===== src/hgmm_pkg.sv =====
// ----------------------------------------------------------------------------
// Height grid package
// Constants, codes and interface types shared by the grid modules.
// ----------------------------------------------------------------------------
package hgmm_pkg;

   localparam int GRID_SIZE = 256;
   localparam int IDX_W = $clog2(GRID_SIZE);
   localparam int ADDR_W = 2 * IDX_W;
   localparam int ORIGIN_QUANTUM = 10;
   localparam logic [23:0] RECIP_TEN = 24'd13421773;
   localparam int RECIP_SHIFT = 27;
   localparam int DIV_STEPS = 25;
   localparam int DIV_CNT_W = $clog2(DIV_STEPS);
   localparam int MEM_W = 34;

   localparam logic [1:0] OP_ADD = 2'd0;
   localparam logic [1:0] OP_READ = 2'd1;
   localparam logic [1:0] OP_CLEAR = 2'd2;

   localparam logic [2:0] CSR_ROBOT_X = 3'd0;
   localparam logic [2:0] CSR_ROBOT_Y = 3'd1;
   localparam logic [2:0] CSR_RANGE_LIMIT = 3'd2;
   localparam logic [2:0] CSR_CELL_SIZE = 3'd3;
   localparam logic [2:0] CSR_HEIGHT_LIMIT = 3'd4;

   typedef struct packed {
      logic signed [23:0] robot_x;
      logic signed [23:0] robot_y;
      logic [16:0]        range_limit;
      logic [9:0]         cell_size;
      logic [15:0]        height_limit;
   } cfg_type;

   typedef struct packed {
      logic load;
      logic origin;
      logic div_init;
      logic div_step;
      logic mem_rd;
      logic mem_wr;
      logic clr_start;
      logic clr_wr;
      logic rsp_load;
   } cmd_type;

   typedef struct packed {
      logic [1:0] op;
      logic       div_done;
      logic       in_grid;
      logic       clr_done;
   } status_type;

endpackage


===== src/hgmm_ctrl.sv =====
// ----------------------------------------------------------------------------
// Height grid controller
// Sequences origin, division, memory access, clearing and response.
// ----------------------------------------------------------------------------
module hgmm_ctrl (
   input  logic                 clock,
   input  logic                 reset,
   input  logic                 start,
   output logic                 busy,
   output logic                 rsp_valid,
   output hgmm_pkg::cmd_type    cmd,
   input  hgmm_pkg::status_type status
);
   import hgmm_pkg::*;

   typedef enum logic [2:0] {
      S_CLEAR, S_IDLE, S_ORIGIN, S_SETUP, S_DIVIDE, S_LOOKUP, S_MERGE, S_RESPOND
   } state_type;

   state_type state_ff, state_in;
   logic      rsp_valid_ff, rsp_valid_in;
   logic      clr_rsp_ff, clr_rsp_in;

   always_comb begin
      state_in = state_ff;
      rsp_valid_in = 1'b0;
      clr_rsp_in = clr_rsp_ff;
      cmd = '0;
      case (state_ff)
         S_CLEAR: begin
            cmd.clr_wr = 1'b1;
            if (status.clr_done) begin
               state_in = clr_rsp_ff ? S_RESPOND : S_IDLE;
            end
         end
         S_IDLE: begin
            if (start) begin
               cmd.load = 1'b1;
               state_in = S_ORIGIN;
            end
         end
         S_ORIGIN: begin
            cmd.origin = 1'b1;
            state_in = S_SETUP;
         end
         S_SETUP: begin
            cmd.div_init = 1'b1;
            case (status.op)
               OP_ADD: state_in = S_DIVIDE;
               OP_READ: state_in = S_LOOKUP;
               OP_CLEAR: begin
                  cmd.clr_start = 1'b1;
                  clr_rsp_in = 1'b1;
                  state_in = S_CLEAR;
               end
               default: state_in = S_RESPOND;
            endcase
         end
         S_DIVIDE: begin
            cmd.div_step = 1'b1;
            if (status.div_done) begin
               state_in = S_LOOKUP;
            end
         end
         S_LOOKUP: begin
            if (status.op == OP_ADD && !status.in_grid) begin
               state_in = S_RESPOND;
            end else begin
               cmd.mem_rd = 1'b1;
               state_in = S_MERGE;
            end
         end
         S_MERGE: begin
            cmd.mem_wr = (status.op == OP_ADD);
            state_in = S_RESPOND;
         end
         S_RESPOND: begin
            cmd.rsp_load = 1'b1;
            rsp_valid_in = 1'b1;
            clr_rsp_in = 1'b0;
            state_in = S_IDLE;
         end
         default: state_in = S_IDLE;
      endcase
   end

   always_ff @(posedge clock) begin
      if (reset) begin
         state_ff <= S_CLEAR;
         rsp_valid_ff <= 1'b0;
         clr_rsp_ff <= 1'b0;
      end else begin
         state_ff <= state_in;
         rsp_valid_ff <= rsp_valid_in;
         clr_rsp_ff <= clr_rsp_in;
      end
   end

   assign busy = (state_ff != S_IDLE);
   assign rsp_valid = rsp_valid_ff;

endmodule


===== config.mk =====
export PLATFORM = sky130hd
export DESIGN_NAME = hgmm_ctrl
export DESIGN_NICKNAME = d
export VERILOG_FILES = /design/src/hgmm_pkg.sv /design/src/hgmm_ctrl.sv
export SDC_FILE = /design/constraint.sdc
export NUM_CORES = 1
export LEC_CHECK = 0
export ABC_CLOCK_PERIOD_IN_PS = 1800
export BUFFER_PORTS_ARGS = -buffer_cell sky130_fd_sc_hd__buf_2
export CAP_MARGIN = 40
export CORE_AREA = 3 3 40 42
export DETAILED_ROUTE_END_ITERATION = 6
export DIE_AREA = 0 0 43 45
export GPL_ROUTABILITY_DRIVEN = 0
export PLACE_DENSITY = 0.53
export RECOVER_POWER = 100
export SLEW_MARGIN = 40
export SYNTH_ARGS = -nofsm -noshare
export SYNTH_HDL_FRONTEND = slang
export SYNTH_SLANG_ARGS = --single-unit

===== constraint.sdc =====
create_clock -name clock -period 1.8 [get_ports clock]
set_input_delay 0.18 -clock clock [delete_from_list [all_inputs] [get_ports clock]]
set_output_delay 0.18 -clock clock [all_outputs]
set_load 0.01 [all_outputs]

* Word-level counts from Yosys, hierarchy flattened
Cells that the tools add are included.
** Cells by class
- Equality and inequality tests :: 14
- Mux-type cells :: 21
- Reduce and logical (&&, ||, !) cells :: 7
** Operators by type and width (number)
- $pmux W3 S8 :: 1
- $mux W1 :: 14
- $eq A3 B3 Y1 const B :: 4
- $mux W3 :: 4
- $pmux W3 S3 :: 1
- $eq A3 B2 Y1 const B :: 2
- $ne A2 B2 Y1 const B :: 3
- $eq A3 B1 Y1 const B :: 1
- $logic_not A3 Y1 :: 1
- $ne A3 B1 Y1 const B :: 1
- $reduce_and A3 Y1 :: 1
- $eq A2 B1 Y1 const B :: 1
- $eq A2 B2 Y1 const B :: 1
- $logic_not A2 Y1 :: 1
- $ne A2 B1 Y1 const B :: 1
- $pmux W1 S2 :: 1
- $reduce_and A2 Y1 :: 1
- $reduce_bool A2 Y1 :: 1
- $logic_and A1 B1 Y1 :: 1
- $logic_not A1 Y1 :: 1
** Storage, ports and cells
- Register bits :: 5
- Input bits :: 8
- Output and inout port bits :: 11
- Logic and storage cells :: 45

* Logic depth before layout (Yosys ltp)
- Depth in word-level cells :: 4
- Gate-level depth with buffers :: 4
- Depth with buffers taken out :: 3

* Worst setup path after synthesis
No wires, ideal clock.
- Path kind :: register to output
- Start :: register state_ff[0]
- End :: output cmd[8] in the netlist's numbering
- Arrival time :: 1.261 ns
- Required time :: 1.620 ns
- Slack :: 0.359 ns
- Cell stages (with the launch flop) :: 4
- Path buffers :: 1
- Path through :: dfxtp_1 > clkbuf_1 > or3b_1 > nor2_1
** RTL lines
- from (decl) :: line hgmm_ctrl.sv:20 : state_type state_ff, state_in;
- from (signal assigned) :: line hgmm_ctrl.sv:93 : state_ff <= state_in;
- to (decl) :: line hgmm_ctrl.sv:11 : output hgmm_pkg::cmd_type cmd,

==> results.md <==
- Placed cell count: 75
- WP data required: 1.62 ns
- I/O pin count: 19
- Area leader, netlist: dfxtp_1
- CTS Buf Count: 3
- Min Tclk post-route: 1.57 ns
- Final std cells w/o fill: 79
- P&R area growth vs syn: 32.8%
- Crit path DAT: 1.39 ns
- Clock sink count: 5
- Worst slew pin tran: 0.405 ns
- Detailed-route via count: 397
- DRT Pass-1 Iters: 4
- Fillcell total: 155
- Most used cell, CP: and3b_1
- Critical Path Slowest Stage Cell: dfxtp_1
- Total Routing Usage GR: 11.4%
- Worst hold start: reset
- Overflow after GRT: 0
- Pint: 0.261 mW
- Port Buffers: 18
- Cells after synthesis: 44
- Clock tree from TritonCTS: built
- Setup violations, final: 0
- Vias per cell: 5.03
- Worst R2R End: state_ff[0]
- Pins over their slew limit: 0
- Antenna violations before repair: 0
- Maxcap violations: 0
- Maximum fanout along the worst path: 9
- Final setup skew: 0.00136 ns
- Clk root buf: clkbuf_4
- Clk buf depth: 2
- Hold depth: 2
- Die H: ~45 um
- Min-delay worst type: primary input to register
- Final nets: 73
- Status: finished, final reports clean
- Psw: 0.123 mW
- Wire length per cell: 11.3 um
- DRC viols: 0
- Initial Utilization: 28.2%
- DRT Wirelength: 894 um
- Util after Layout: 37.5%
- Post-synthesis sequential area ratio: between 20 and 30%
- Crit path cell chain: buf_4 > and3b_1 > and3b_1 > clkbuf_1
- Leakage power: 0.186 nW
- Ant. Diodes: 0
- Worst setup SP type: register
- Post-route setup TNS: 0 ns
- Clk_lat worst skew: 0.24 ns
- Post-Syn Area: between 300 and 400 sq um
- HPWL after detailed placement: approximately 680 um
- Switching share of total power: 32.1%
- Core box area: 0.00128 sq mm
- Synth top area share: between 20% and 30%
- Cell Rows: 13
- Crit-path max cell delay: around 0.44 ns
- Crit share post-route: 87.3%
- Vias in the first global route: 365
- Area contributors post-synth: dfxtp_1 (28%), nor3_1 (8.3%), or4b_1 (5.5%), and3b_1 (4.8%), a211oi_1 (4.1%)
- Cell area after layout: 482 sq um
- First-pass GRT wire length: 1660 um
- CTS Hold Bufs: 0
- R2r setup slk: 0.26 ns
- Syn nets: 52
- Cts repair resizes: 0
- Syn Area/Cell: 8.25 sq um
- Setup Fix Bufs, Post-CTS: 0
- Worst hold path endpoint: state_ff[0]
- Area of placed instances: 468 sq um
- Reg2reg start: state_ff[2]
- Clk slew on worst S/H paths: 0.04 ns
- Power Dens Cells: 798 mW/mm^2
- Reg2Reg Depth: 3
- Share of cells above drive strength 1: 25.0%
- Share of total power in sequential cells: between 30% and 40%
- Initial drt markers: 12
- Largest net degree at the start of global routing: 16
- Max Clk Rate: 0.636 GHz
- Worst vdd ir: about 200 uV
- Final ANT Viol Nets: 0
- Hold Fails Final Rpt: 0
- Synthesized flop and latch total: 5
- Relative slew slack: 73.0%
- Setup CP Type: register to output pin
- Die area: 0.00194 sq mm
- Yosys warns: 0
- Die Wd: 43 um
- Clock share of power: 33.7%
- H-tree depth: 1
- Unrepaired setup endpoints after global routing: no
- Comb pwr share: 31.5%
- Power Total: approximately 0.38 mW
- Synth unique cells: 26
- Worst Setup End Kind: output pin
==> cell usage in the layout, fill, tap and decap left out, types with 2 or more instances in the layout <==
master	netlist	final
nor3_1	6	6
a211oi_1	2	2
buf_2	0	8
clkbuf_4	0	3
nand2b_1	2	2
and3b_1	2	2
nand2_1	2	2
buf_4	1	2
clkbuf_1	3	11
nor2_1	2	2
or4b_1	2	2
dfxtp_1	5	5
==> stage by stage <==
stage | setup slack (ns) | hold WS [ns]
CTS | 0.243 | 0.173
global route | 0.107 | 0.190
floorplan | 0.359 | 0.246
detailed placement | 0.294 | 0.428
global placement | 0.324 | 0.419
finish | 0.228 | 0.181
==> metal layers <==
metal	track usage, %	part of all wire, %
met1	16.4	48
met2	16.2	43
met3	2.39	8.3
met4	5.42	0
met5	0	0
==> power groups by stage <==
stage	clock network, mW	registers, mW	logic, mW
finish	0.130	0.134	0.121
global route	0.147	0.137	0.135
CTS	0.134	0.134	0.126
detailed placement	0	0.137	0.124
global placement	0	0.136	0.124
floorplan	0	0.129	0.0840
==> cell type report <==
class	count	area (sq um)	area share [%]
multi-input cells	34	240	49.9
flip-flops and latches	5	100	20.8
well taps	15	18.8	3.90
clock buffers	4	26.3	5.45
inverters	1	3.75	0.779
repair buffers	20	92.6	19.2
==> critical path: cells and delay by family, from the launching register on <==
family	cells	cell delay (ns)
buf+inv	2	0.34
simple gates	2	0.36
flops	1	0.44
==> synth_stat cells <==
library cell  n
nor3_1        6
dfxtp_1       5
clkbuf_1      3
a211oi_1      2
and2_1        2
and3b_1       2
nand2_1       2
nand2b_1      2
nor2_1        2
or4b_1        2
a21o_1        1
a221oi_2      1
a222oi_1      1
and3_1        1
buf_4         1
inv_1         1
mux2_2        1
nand3_1       1
nand3b_1      1
nor2b_1       1
nor3b_1       1
o21ba_2       1
o22ai_1       1
o31ai_1       1
or3b_1        1
xnor2_1       1
==> flip-flops by register name, indices dropped and copies added, names as in the netlist <==
signal	cells
state_ff	3
clr_rsp_ff	1
rsp_valid	1
==> worst max-delay path by stage <==
stage | startpoint | endpoint | slack (ns) | cells past startpoint
6_report | state_ff[0] | cmd[2] | 0.23 | 4
5_1_grt | state_ff[0] | cmd[2] | 0.11 | 4
4_1_cts | state_ff[0] | cmd[2] | 0.24 | 4
3_5_place_dp | state_ff[2] | state_ff[0] | 0.29 | 3
3_3_place_gp | state_ff[2] | state_ff[0] | 0.32 | 3
2_1_floorplan | state_ff[0] | cmd[8] | 0.36 | 3
==> cell families after synthesis <==
family | after synthesis | synth area share (%)
xor gates and xnor gates | 1 | 2.41
and+or+nand+nor | 24 | 41.0
muxes | 1 | 3.10
AOI/OAI and AO/OA | 8 | 19.7
DFF | 5 | 27.6
buffers and inverters | 5 | 6.21
(Power assumes the default switching activity.)
