===== config.mk =====
export PLATFORM = sky130hd
export DESIGN_NAME = hgmm_csr
export DESIGN_NICKNAME = d
export VERILOG_FILES = /design/src/hgmm_pkg.sv /design/src/hgmm_csr.sv
export SDC_FILE = /design/constraint.sdc
export NUM_CORES = 1
export LEC_CHECK = 0
export BUFFER_PORTS_ARGS = -buffer_cell sky130_fd_sc_hd__buf_2
export CAP_MARGIN = 20
export CORE_ASPECT_RATIO = 1.2
export CORE_MARGIN = 8
export CORE_UTILIZATION = 40
export DETAILED_ROUTE_END_ITERATION = 10
export GPL_ROUTABILITY_DRIVEN = 0
export MAX_ROUTING_LAYER = met4
export PLACE_DENSITY = 0.64
export SLEW_MARGIN = 20
export SYNTH_ARGS = -nofsm -noshare
export SYNTH_HDL_FRONTEND = slang
export SYNTH_SLANG_ARGS = --single-unit

===== constraint.sdc =====
create_clock -name clock -period 1.45 [get_ports clock]
set_clock_uncertainty 0.15 [all_clocks]
set_input_delay 0.3625 -clock clock [delete_from_list [all_inputs] [get_ports clock]]
set_output_delay 0.3625 -clock clock [all_outputs]
set_load 0.1 [all_outputs]

===== src/hgmm_pkg.sv =====
// ----------------------------------------------------------------------------
// Height grid package
// Constants, codes and interface types shared by the grid modules.
// ----------------------------------------------------------------------------
package hgmm_pkg;

   localparam int GRID_SIZE = 256;
   localparam int IDX_W = $clog2(GRID_SIZE);
   localparam int ADDR_W = 2 * IDX_W;
   localparam int ORIGIN_QUANTUM = 10;
   localparam logic [23:0] RECIP_TEN = 24'd13421773;
   localparam int RECIP_SHIFT = 27;
   localparam int DIV_STEPS = 25;
   localparam int DIV_CNT_W = $clog2(DIV_STEPS);
   localparam int MEM_W = 34;

   localparam logic [1:0] OP_ADD = 2'd0;
   localparam logic [1:0] OP_READ = 2'd1;
   localparam logic [1:0] OP_CLEAR = 2'd2;

   localparam logic [2:0] CSR_ROBOT_X = 3'd0;
   localparam logic [2:0] CSR_ROBOT_Y = 3'd1;
   localparam logic [2:0] CSR_RANGE_LIMIT = 3'd2;
   localparam logic [2:0] CSR_CELL_SIZE = 3'd3;
   localparam logic [2:0] CSR_HEIGHT_LIMIT = 3'd4;

   typedef struct packed {
      logic signed [23:0] robot_x;
      logic signed [23:0] robot_y;
      logic [16:0]        range_limit;
      logic [9:0]         cell_size;
      logic [15:0]        height_limit;
   } cfg_type;

   typedef struct packed {
      logic load;
      logic origin;
      logic div_init;
      logic div_step;
      logic mem_rd;
      logic mem_wr;
      logic clr_start;
      logic clr_wr;
      logic rsp_load;
   } cmd_type;

   typedef struct packed {
      logic [1:0] op;
      logic       div_done;
      logic       in_grid;
      logic       clr_done;
   } status_type;

endpackage


===== src/hgmm_csr.sv =====
// ----------------------------------------------------------------------------
// Height grid configuration registers
// Holds the robot position, range, cell size and height limit.
// ----------------------------------------------------------------------------
module hgmm_csr (
   input  logic             clock,
   input  logic             reset,
   input  logic             csr_valid,
   output logic             csr_ready,
   input  logic [2:0]       csr_index,
   input  logic [23:0]      csr_wdata,
   output hgmm_pkg::cfg_type cfg
);
   import hgmm_pkg::*;

   cfg_type cfg_ff;

   assign csr_ready = 1'b1;
   assign cfg = cfg_ff;

   always_ff @(posedge clock) begin
      if (reset) begin
         cfg_ff.robot_x <= '0;
         cfg_ff.robot_y <= '0;
         cfg_ff.range_limit <= 17'd1200;
         cfg_ff.cell_size <= 10'd10;
         cfg_ff.height_limit <= 16'd10;
      end else if (csr_valid) begin
         case (csr_index)
            CSR_ROBOT_X: cfg_ff.robot_x <= csr_wdata;
            CSR_ROBOT_Y: cfg_ff.robot_y <= csr_wdata;
            CSR_RANGE_LIMIT: cfg_ff.range_limit <= csr_wdata[16:0];
            CSR_CELL_SIZE: cfg_ff.cell_size <= csr_wdata[9:0];
            CSR_HEIGHT_LIMIT: cfg_ff.height_limit <= csr_wdata[15:0];
            default: ;
         endcase
      end
   end

endmodule


**After elaboration in Yosys (flattened, before gate mapping)**

Index checks and enable logic that the tools add are counted.

- Input bits: 30
- Flip-flop bits (word level): 91
- Output and inout bits: 92
- Logic and storage cells: 15

- Reductions and logical operators: 6
- Eq/ne operators: 4

Operators by type and width:

| operator | count |
|---|---|
| AND reduction 2 bit | 5 |
| equality test 3 x 2 -> 1 bit, second input constant | 2 |
| equality test 3 x 1 -> 1 bit, second input constant | 1 |
| equality test 3 bit, second input constant | 1 |
| zero test 3 bit | 1 |

**Logic depth before layout (Yosys ltp)**

Gate-level depths: netlist of the first run.

- Depth after elaboration: 2
- Mapped depth: 4
- Depth with buffers taken out: 2

**Least setup slack after synthesis of the first run**

Ideal clock, no wire load.

- Kind: reg2out
- Start: register cfg_ff, in the netlist cfg[0]
- End: output cfg[0] in the netlist's numbering
- Arrival: 0.925 ns
- Cell stages (with the launch flop): 1
- Data required time: 0.938 ns
- Setup slack: 0.012 ns
- Cell sequence: dfxtp_1

RTL lines:

| what | line | RTL |
|---|---|---|
| start, declared | hgmm_csr.sv:16 | `cfg_type cfg_ff;` |
| end, declared | hgmm_csr.sv:12 | `output hgmm_pkg::cfg_type cfg` |

No word-level cell between the ends.

**Worst setup path in the final report of the first run**

- Start: register cfg_ff, in the netlist cfg[57]
- End: output cfg[57] in the netlist's numbering

No word-level cell between the ends.

==> impl_results.md, run 1 <==
- Status: complete, no violations
- Root buf cell: clkbuf_8
- Bufs and invs on worst path: 1
- Grt total ovfl: 0
- Multi-input logic area: around 0.0017 mm2
- Hold slack: about 0.12 ns
- Die Wd: between 100 and 150 um
- Initial Util: between 40% and 50%
- Tmin final: roughly 1.4 ns
- Number of max-cap violations: 0
- Final Net Count: 502
- Worst Reg-to-Reg Cells: 3
- Critical path's top delay family: flip-flops
- Reg2reg setup slack: around 0.57 ns
- Average size of a mapped cell: about 11 um2
- Num CTS Buffers: 9
- Initial DRC count: 69
- Number of antenna diodes: 0
- Die Ht: ~120 um
- Dpl hpwl: about 7.3 mm
- Register area: slightly below 0.002 mm2
- First-pass GRT wire length: between 15 and 20 mm
- WS Path Type: reg -> out
- Crit-path max cell delay: 0.37 ns
- Post-Route WL: between 9 and 10 mm
- Final Hold Fails: 0
- Largest net degree at the start of global routing: 56
- Fillcell total: 607
- Area grow syn2layout: 70.6%
- Vias per cell: around 4.7
- DP Area: a little under 0.006 mm2
- Critical Path Sink Type: primary output
- Antenna violation net count after detailed routing: 0
- Worst Hold Launch: csr_wdata[17]
- Die ar.: around 0.013 mm2
- Proportion of layout cells with a drive suffix above 1: a little over half
- Drt wl/cell: approximately 16 um
- Initial antenna violation count: 0
- WP data required: between 0.9 and 1 ns
- Vias in the first global route: between 3000 and 4000
- I/O pin count: around 120
- Mapped Area: 0.00368 mm2
- Max FFs per register: between 90 and 100
- Worst Setup Start Kind: register
- CP arrival: approximately 0.90 ns
- DRC Markers: 0
- Core area: 0.00899 mm2
- Hold_buf cts: 0
- Seq/Total Area, Yosys: around 50%
- Reg clk slew, reported paths: 0.09 ns
- Final core utilization: a little over two thirds
- Crit-path cells: buf_12
- Pwr per Cell Area: ~820 mW/mm2
- DR vias: about 2800
- Gr usage total: roughly 16%
- First-pass detailed-route iteration total: 4
- Clk_lat worst skew: 0.35 ns
- Worst R2R End: cfg[57]
- CTS tree: yes
- I/O Buffers: 120
- H-tree depth: 3
- Syn Inst Count: between 300 and 400
- Row Count: 38
- Post-synth cell types: 14
- VDD IR max: 477 uV
- Max Freq: just over 700 MHz
- Register bit total from synthesis: 91
- Worst setup margin: approximately 0.033 ns
- Hold Path Stages: 3
- Worst-case clock buffer depth: 2
- Final Cycle Share: 97.7%
- Slowest cell on the critical path: dfxtp_2
- Sink Count: between 90 and 100
- Post-Place Setup Slack: -0.166 ns
- Hold crit path type: in -> reg
- Setup-failing EPs final: 0
- Unrepaired setup endpoints after global routing: true
- WHS Endpoint: cfg[60]
- Reg-to-reg startpoint: cfg[57]
- Worst Path Max Fanout: 2
- Max Slew Vio Count: 0
- Ys Warns: 0
- Fin area: ~0.0063 mm2
- Syn Nets: roughly 370
- Leakage: about 2.8 nW
-- Yosys cell counts --
cell	count	area, um2
nand2b_1	107	669
dfxtp_1	91	1820
mux2i_1	91	911
clkbuf_1	14	52.6
nor2_1	14	52.6
buf_2	5	25.0
buf_4	4	30.0
nand4bb_1	3	33.8
buf_6	2	22.5
nor4bb_1	2	20.0
conb_1	1	3.75
nand4b_1	1	8.76
nor4b_4	1	23.8
or4b_1	1	10.0
-- through the flow --
step | power, mW | setup TNS (ns) | instances
2_1_floorplan | 3.26 | 0 | 337
3_3_place_gp | 3.65 | -4.87 | 572
3_5_place_dp | 3.67 | -6.17 | 572
4_1_cts | 5.25 | -0.00520 | 588
5_1_grt | 5.39 | -0.113 | 597
6_report | 5.17 | 0 | 597
-- worst max-delay path by stage --
stage	endpoint	depth (start not counted)	from
2_1_floorplan	cfg[0]	0	cfg[0]
3_3_place_gp	cfg[80]	4	csr_index[0]
3_5_place_dp	cfg[84]	4	csr_index[0]
4_1_cts	cfg[57]	1	cfg[57]
5_1_grt	cfg[27]	1	cfg[27]
6_report	cfg[57]	1	cfg[57]
-- area by class of cell --
cell class,count,share of cell area [%]
flip-flops and latches,91,31.0
repair buffers,149,36.0
clock buffers,10,2.03
multi-input cells,221,27.8
well taps,120,2.39
clock inverters,6,0.776
-- kinds of logic after synthesis --
logic type,synth area share [%]
buffers and inverters,3.53
other,0.102
flip-flops,49.4
AND/OR/NAND/NOR,22.2
multiplexers,24.7
-- power by group --
group | switching (mW) | internal (mW)
combinational | 0.603 | 0.394
clock | 0.913 | 0.646
sequential | 0.0592 | 2.55
total | 1.58 | 3.59
-- cells in the final DEF, fill, tap and decap left out --
cell type | synthesis | routed
nor4bb_4 | 0 | 1
nor2_1 | 14 | 14
clkbuf_1 | 14 | 1
nand4bb_1 | 3 | 3
nand2b_1 | 107 | 107
buf_4 | 4 | 23
clkinv_2 | 0 | 1
buf_2 | 5 | 29
mux2i_1 | 91 | 91
clkbuf_8 | 0 | 9
inv_6 | 0 | 3
or4b_1 | 1 | 1
buf_12 | 0 | 97
conb_1 | 1 | 1
clkinv_4 | 0 | 2
nor4b_4 | 1 | 1
dfxtp_2 | 0 | 85
nand4b_1 | 1 | 1
nor4bb_1 | 2 | 1
dfxtp_4 | 0 | 6
-- metal layers --
layer / track usage (%) / part of all wire, %
met1: 17.0 / 42
met2: 26.6 / 49
met3: 5.84 / 7.2
met4: 6.35 / 1.5
met5: - / 0
-- repair_timing --
action	in CTS	in global routing
resized for setup	91	6
endpoints found under the setup margin	91	36
gates cloned	0	0
buffers inserted	0	9
No activity file was read; power rests on OpenSTA's default activity.
==> run 2, diff against run 1 <==
--- a/config.mk
+++ b/config.mk
@@ -5,7 +5,8 @@
 export SDC_FILE = /design/constraint.sdc
 export NUM_CORES = 1
 export LEC_CHECK = 0
-export BUFFER_PORTS_ARGS = -buffer_cell sky130_fd_sc_hd__buf_2
+export ABC_AREA = 1
+export BUFFER_PORTS_ARGS = -buffer_cell sky130_fd_sc_hd__clkbuf_2
 export CAP_MARGIN = 20
 export CORE_ASPECT_RATIO = 1.2
 export CORE_MARGIN = 8
==> run 2 against run 1 <==
  * Non-clock buffer count down 14
  * Combinational power up 55%
  * Final cell count up 29%
  * Via count up 37%
  * Worst hold slack worse by 0.046 ns
  * Clock-buffer cell count unchanged
  * Clock power up 24%
  * Maximum frequency down 0.48%
  * First-iteration DRC count rose to 3.6 times the previous value
  * Setup slack worse by 0.0068 ns
  * Register-to-register slack better by 0.09 ns
  * Core utilization down 0.19 points
==> impl_results.md, run 2 <==
- Worst Hold Launch: csr_wdata[4]
- First-pass GRT wire length: 18.6 mm (+18%)
- Count leader, synth: nor2_1
- Syn Inst Count: 528 (+57%)
- Crit-path max cell delay: 0.37 ns (about the same)
- Reg clk slew, reported paths: 0.09 ns (about the same)
- Seq/Total Area, Yosys: 50.0% (+0.59 points)
- Worst R2R End: cfg[13]
- Worst Setup Start Kind: register
- Reg-to-reg startpoint: cfg[13]
- Largest family of logic cells by synthesized area: simple AND/OR/NAND/NOR gates
- Die Ht: 121 um (-0.52%)
- Commonest cells post-synth: nor2_1 (167), nand2_1 (107), dfxtp_1 (91), nand3_1 (91), inv_1 (25)
- Setup-failing EPs final: 0 (unchanged)
- Clk_lat worst skew: 0.35 ns (about the same)
- Asr flop ratio synth: 0% (unchanged)
- Largest net degree at the start of global routing: 49 (-13%)
- DR vias: 3809 (+37%)
- Row Count: 38 (unchanged)
- I/O Buffers: 120 (unchanged)
- Worst Reg-to-Reg Cells: 2 (-1)
- Hold Path Stages: 3 (unchanged)
- WHS Endpoint: cfg[30]
- Cell taking the most area after synthesis: dfxtp_1
- Most common cell after layout, fill and taps aside: nor2_1
- Drt wl/cell: 15.8 um (-1.8%)
- Worst-case clock buffer depth: 2 (unchanged)
- Critical Path Sink Type: primary output
- Syn Nets: 558 (+52%)
- Post-synth cell types: 15 (+1)
- Post-CTS setup buffers: 0 (unchanged)
- Pwr per Cell Area: 991 mW/mm2 (+20%)
- Dpl hpwl: 8.78 mm (+19%)
- Commonest cells after routing, fill and taps aside: nor2_1 (166), nand2_1 (107), buf_12 (104), nand3_1 (91), dfxtp_2 (90)
- Ranking of synthesized cells by area: dfxtp_1 (50%), nor2_1 (17%), nand3_1 (13%), nand2_1 (11%), inv_1 (2.6%)
- Max Freq: 703 MHz (-0.48%)
- Final Net Count: 673 (+34%)
- Tmin final: 1.42 ns (+0.00676 ns)
- Simple-gate share of the synthesized area: 42.6% (+20 points)
- Gr usage total: 19.9% (+3.9 points)
- Slowest cell on the critical path: dfxtp_2
- Vias in the first global route: 3644 (+18%)
- H-tree depth: 3 (unchanged)
- Worst Path Max Fanout: 2 (unchanged)
- Status: complete, no violations
- Fin area: 0.00623 mm2 (-0.80%)
- VDD IR max: 591 uV (+24%)
- Max Slew Vio Count: 0 (unchanged)
- Vias per cell: 4.96 (+6.2%)
- Final Hold Fails: 0 (unchanged)
- Portion of netlist area occupied by mux cells: 0% (-25 points)
- Hold_buf cts: 0 (unchanged)
- Average size of a mapped cell: 6.90 um2 (-37%)
- Number of max-cap violations: 0 (unchanged)
- CP arrival: 0.91 ns (about the same)
- DP Area: 0.00589 mm2 (-0.34%)
- Leakage: 2.72 nW (-3.0%)
- Reg2reg setup slack: 0.66 ns (+0.09 ns)
- Register bit total from synthesis: 91 (unchanged)
- Setup TNS Final: 0 ns (unchanged)
- Hold crit path type: in -> reg
- Initial DRC count: 247 (+260%)
- Unrepaired setup endpoints after global routing: false
- Critical path's top delay family: flip-flops
- WP data required: 0.94 ns (about the same)
- Area grow syn2layout: 71.2%
- Yosys top cell area share: 50.0% (+0.59 points)
- WS Path Type: reg -> out
- Die Wd: 103 um (-0.50%)
- Antenna violation net count after detailed routing: 0 (unchanged)
- Proportion of layout cells with a drive suffix above 1: 39.7% (-14 points)
- Sink Count: 91 (unchanged)
- Ys Warns: 0 (unchanged)
- Main synth FF type: dfxtp_1
- Initial antenna violation count: 0 (unchanged)
- DRC Markers: 0 (unchanged)
- I/O pin count: 122 (unchanged)
- Root buf cell: clkbuf_8
- Initial Util: 40.7% (-0.27 points)
- First-pass detailed-route iteration total: 5 (+1)
- Adder-cell share of the synthesized area: 0% (unchanged)
- Crit-path cells: buf_12
- Compound-Gate Fraction of Synth Area: 0% (unchanged)
- Die ar.: 0.0124 mm2 (-1.0%)
- Grt total ovfl: 0 (unchanged)
- CP Launch Point: cfg[15]
- Final Cycle Share: 98.2% (+0.47 points)
- Bufs and invs on worst path: 1 (unchanged)
- Post-Synth XOR/XNOR Area: 0% (unchanged)
- Post-Route WL: 12.1 mm (+26%)
- Max FFs per register: 91 (unchanged)
- Mapped Area: 0.00364 mm2 (-1.2%)
- Number of antenna diodes: 0 (unchanged)
- Post-synth EDFFs: 0 (unchanged)
- Core area: 0.00894 mm2 (-0.53%)
- CTS tree: yes
- Num CTS Buffers: 9 (unchanged)
## run 2: changes by cell type after synthesis, sizes merged, moves of 13 or more
| cell | delta |
|---|---|
| buf | +13 |
| nand3 | +91 |
| nand2 | +108 |
| inv | +30 |
| mux2i | -91 |
| nor2 | +161 |
| nand2b | -107 |
## run 2: how the worst max path moves through the flow
stage / end / slack [ns] / depth (start not counted)
floorplan: cfg[0] / 0.01 / 0
global placement: cfg[1] / 0.06 / 6
detailed placement: cfg[19] / 0.0001 / 8
CTS: cfg[0] / 0.0006 / 1
global route: cfg[34] / 0.003 / 1
finish: cfg[15] / 0.03 / 1
## run 2: stage by stage
| stage | worst slack (ns) | util [%] | instances | hold WS [ns] | power [mW] |
|---|---|---|---|---|---|
| after floorplan | 0.0126 | - | 528 | 0.326 | 3.66 |
| after global placement | 0.0555 | 65.9 | 752 | 0.340 | 4.26 |
| after detailed placement | 0.000112 | 65.9 | 752 | 0.352 | 4.28 |
| after CTS | 0.000645 | 69.6 | 768 | 0.0743 | 6.19 |
| after global routing | 0.00311 | 69.8 | 768 | 0.0775 | 6.37 |
| final | 0.0266 | 69.8 | 768 | 0.0794 | 6.18 |
## run 2: what timing repair did
action | CTS | global route
resized for setup | 82 | 10
cloned | 0 | 0
setup endpoints to repair | 82 | 10
## run 2: routing by layer
layer	wire [um]	share of wire (%)	vias up	track usage, %
met1	4670	39	1754	21.9
li1	-	-	1859	-
met5	0	0	-	-
met3	924	7.6	17	4.08
met4	292	2.4	0	8.70
met2	6230	51	179	33.8
## run 2: cells by family (layout without fill, tap and decap cells)
family                 count (synthesis)  count (layout)
buffers and inverters                 62             182
flip-flops                            91              91
AND/OR/NAND/NOR                      374             374
other                                  1               1
## run 2: report_power, final
group	switching, mW	internal, mW	total, mW
Clock	0.916	1.02	1.93
Combinational	1.02	0.522	1.55
Sequential	0.0967	2.60	2.70
## run 2: cell type report
cell class                 instances  area [um2]
inverter                          31         116
tap                              120         150
multi-input combinational        375        1560
clock buffer                      10         138
sequential                        91        1940
clock inverter                     6        88.8
timing repair buffer             135        2240
fill                             702        2700
==> run 3, diff against run 2 <==
--- a/config.mk
+++ b/config.mk
@@ -13,7 +13,6 @@
 export CORE_UTILIZATION = 40
 export DETAILED_ROUTE_END_ITERATION = 10
 export GPL_ROUTABILITY_DRIVEN = 0
-export MAX_ROUTING_LAYER = met4
 export PLACE_DENSITY = 0.64
 export SLEW_MARGIN = 20
 export SYNTH_ARGS = -nofsm -noshare
==> run 3 against run 2 <==
  * Die area stayed put
  * Register-to-register slack hardly changed
  * Core utilization hardly changed
  * Via count is 1.1% lower
  * Worst hold slack hardly changed
  * Sequential share of layout area hardly changed
  * Critical path type unchanged
  * Critical endpoint is now cfg[55]
  * Highest routed layer unchanged
==> impl_results.md, run 3 (synthesis results as in run 2) <==
- DP Area: 0.00589 mm2 (unchanged)
- Worst-case clock buffer depth: 2 (unchanged)
- I/O pin count: 122 (unchanged)
- First-pass detailed-route iteration total: 5 (unchanged)
- Net Sw Power: 2.03 mW (-0.36%)
- Vias per cell: 4.90 (-1.1%)
- Status: complete, no violations
- Crit-path cells: buf_12
- Initial DRC count: 237 (-4.0%)
- Drt wl/cell: 15.6 um (-1.0%)
- Row Count: 38 (unchanged)
- Top layer in use: met4
- Sequential cell fraction of total power: 43.7% (about the same)
- Setup TNS Final: 0 ns (unchanged)
- Most common cell after layout, fill and taps aside: nor2_1
- Area grow syn2layout: 71.2% (about the same)
- H-tree depth: 3 (unchanged)
- Hold_buf cts: 0 (unchanged)
- Clock share of power: 31.2% (about the same)
- Met2 WL: 6.11 mm (-2.0%)
- DR vias: 3766 (-1.1%)
- Number of antenna diodes: 0 (unchanged)
- Reg clk slew, reported paths: 0.09 ns (about the same)
- Sw Share: 32.9% (-0.086 points)
- Slowest cell on the critical path: dfxtp_2
- First-pass GRT wire length: 18.6 mm (about the same)
- Dpl hpwl: 8.78 mm (unchanged)
- Unrepaired setup endpoints after global routing: false
- Pwr per Cell Area: 991 mW/mm2 (about the same)
- Max Slew Vio Count: 0 (unchanged)
- Largest net degree at the start of global routing: 49 (unchanged)
- Worst Path Max Fanout: 2 (unchanged)
- Die ar.: 0.0124 mm2 (unchanged)
- Reg2reg setup slack: 0.66 ns (about the same)
- Die Wd: 103 um (unchanged)
- Final Hold Fails: 0 (unchanged)
- Final Cycle Share: 98.0% (-0.13 points)
- Worst Setup Start Kind: register
- Critical path's top delay family: flip-flops
- Comb power frac: 25.0% (about the same)
- Critical Path Sink Type: primary output
- Final Net Count: 673 (unchanged)
- Tmin final: 1.42 ns (-0.00184 ns)
- Post-Route WL: 12.0 mm (-1.0%)
- Internal power component: 4.14 mW (about the same)
- Crit-path max cell delay: 0.37 ns (about the same)
- Vias in the first global route: 3637 (-0.19%)
- WP data required: 0.94 ns (about the same)
- Met1 WL: 4.67 mm (about the same)
- CP arrival: 0.91 ns (about the same)
- Initial Util: 40.7% (unchanged)
- Leakage: 2.72 nW (about the same)
- Proportion of layout cells with a drive suffix above 1: 39.7% (unchanged)
- Initial antenna violation count: 0 (unchanged)
- Clk_lat worst skew: 0.35 ns (about the same)
- Bufs and invs on worst path: 1 (unchanged)
- Commonest cells after routing, fill and taps aside: nor2_1 (166), nand2_1 (107), buf_12 (104), nand3_1 (91), dfxtp_2 (91)
- I/O Buffers: 120 (unchanged)
- Die Ht: 121 um (unchanged)
- Root buf cell: clkbuf_8
- Setup-failing EPs final: 0 (unchanged)
- Core area: 0.00894 mm2 (unchanged)
- Hold crit path type: in -> reg
- Metal3 WL: 896 um (-3.0%)
- CTS tree: yes
- Gr usage total: 19.3% (-0.58 points)
- Grt total ovfl: 0 (unchanged)
- Max Freq: 703 MHz (+0.13%)
- Antenna violation net count after detailed routing: 0 (unchanged)
- Final Power: 6.17 mW (about the same)
- WS Path Type: reg -> out
- Max FFs per register: 91 (unchanged)
- Num CTS Buffers: 9 (unchanged)
- DRC Markers: 0 (unchanged)
- Fin area: 0.00623 mm2 (about the same)
- VDD IR max: 579 uV (-2.0%)
- Sink Count: 91 (unchanged)
- Number of max-cap violations: 0 (unchanged)
-- run 3: per-stage QoR --
stage | instances | hold slack (ns) | worst slack [ns] | utilization, %
floorplan | 528 | 0.326 | 0.0126 | -
global placement | 752 | 0.340 | 0.0555 | 65.9
detailed placement | 752 | 0.352 | 0.000112 | 65.9
CTS | 768 | 0.0743 | 0.000645 | 69.6
global route | 768 | 0.0802 | 0.00267 | 69.7
finish | 768 | 0.0791 | 0.0284 | 69.7
-- run 3: worst paths after layout --
| path | end | depth (start not counted) | startpoint |
|---|---|---|---|
| min reg2reg | cfg[30] | 2 | cfg[30] |
| max reg2reg | cfg[13] | 2 | cfg[13] |
| max | cfg[55] | 1 | cfg[55] |
| min | cfg[31] | 3 | csr_wdata[5] |
-- run 3: area by class of cell --
cell class	instances	area [um2]
fill	706	2710
timing repair buffer	135	2240
sequential	91	1940
multi-input combinational	375	1560
tap	120	150
clock buffer	10	138
inverter	31	116
clock inverter	6	88.8
-- run 3: timing repair --
action,CTS,global route
cloned,0,0
setup buffers,0,0
endpoints found under the setup margin,82,9
gates resized for setup,82,9
-- run 3: power by group through the flow --
stage | sequential (mW) | combinational [mW] | clock (mW)
floorplan | 3.32 | 0.341 | 0
global placement | 2.74 | 1.52 | 0
detailed placement | 2.74 | 1.54 | 0
CTS | 2.70 | 1.55 | 1.94
global route | 2.71 | 1.62 | 2.05
finish | 2.70 | 1.55 | 1.93
-- run 3: worst reg2reg max path: cells and delay by family, from the launching register on --
family	cells	cell delay [ns]
simple gates	2	0.19
flops	1	0.35
-- run 3: routing by layer --
metal  vias to the layer above  global-route usage [%]
met3                        24                    4.26
met2                       151                    33.8
met5                         -                       0
met1                      1734                    21.7
met4                         0                    8.70
li1                       1857                       -
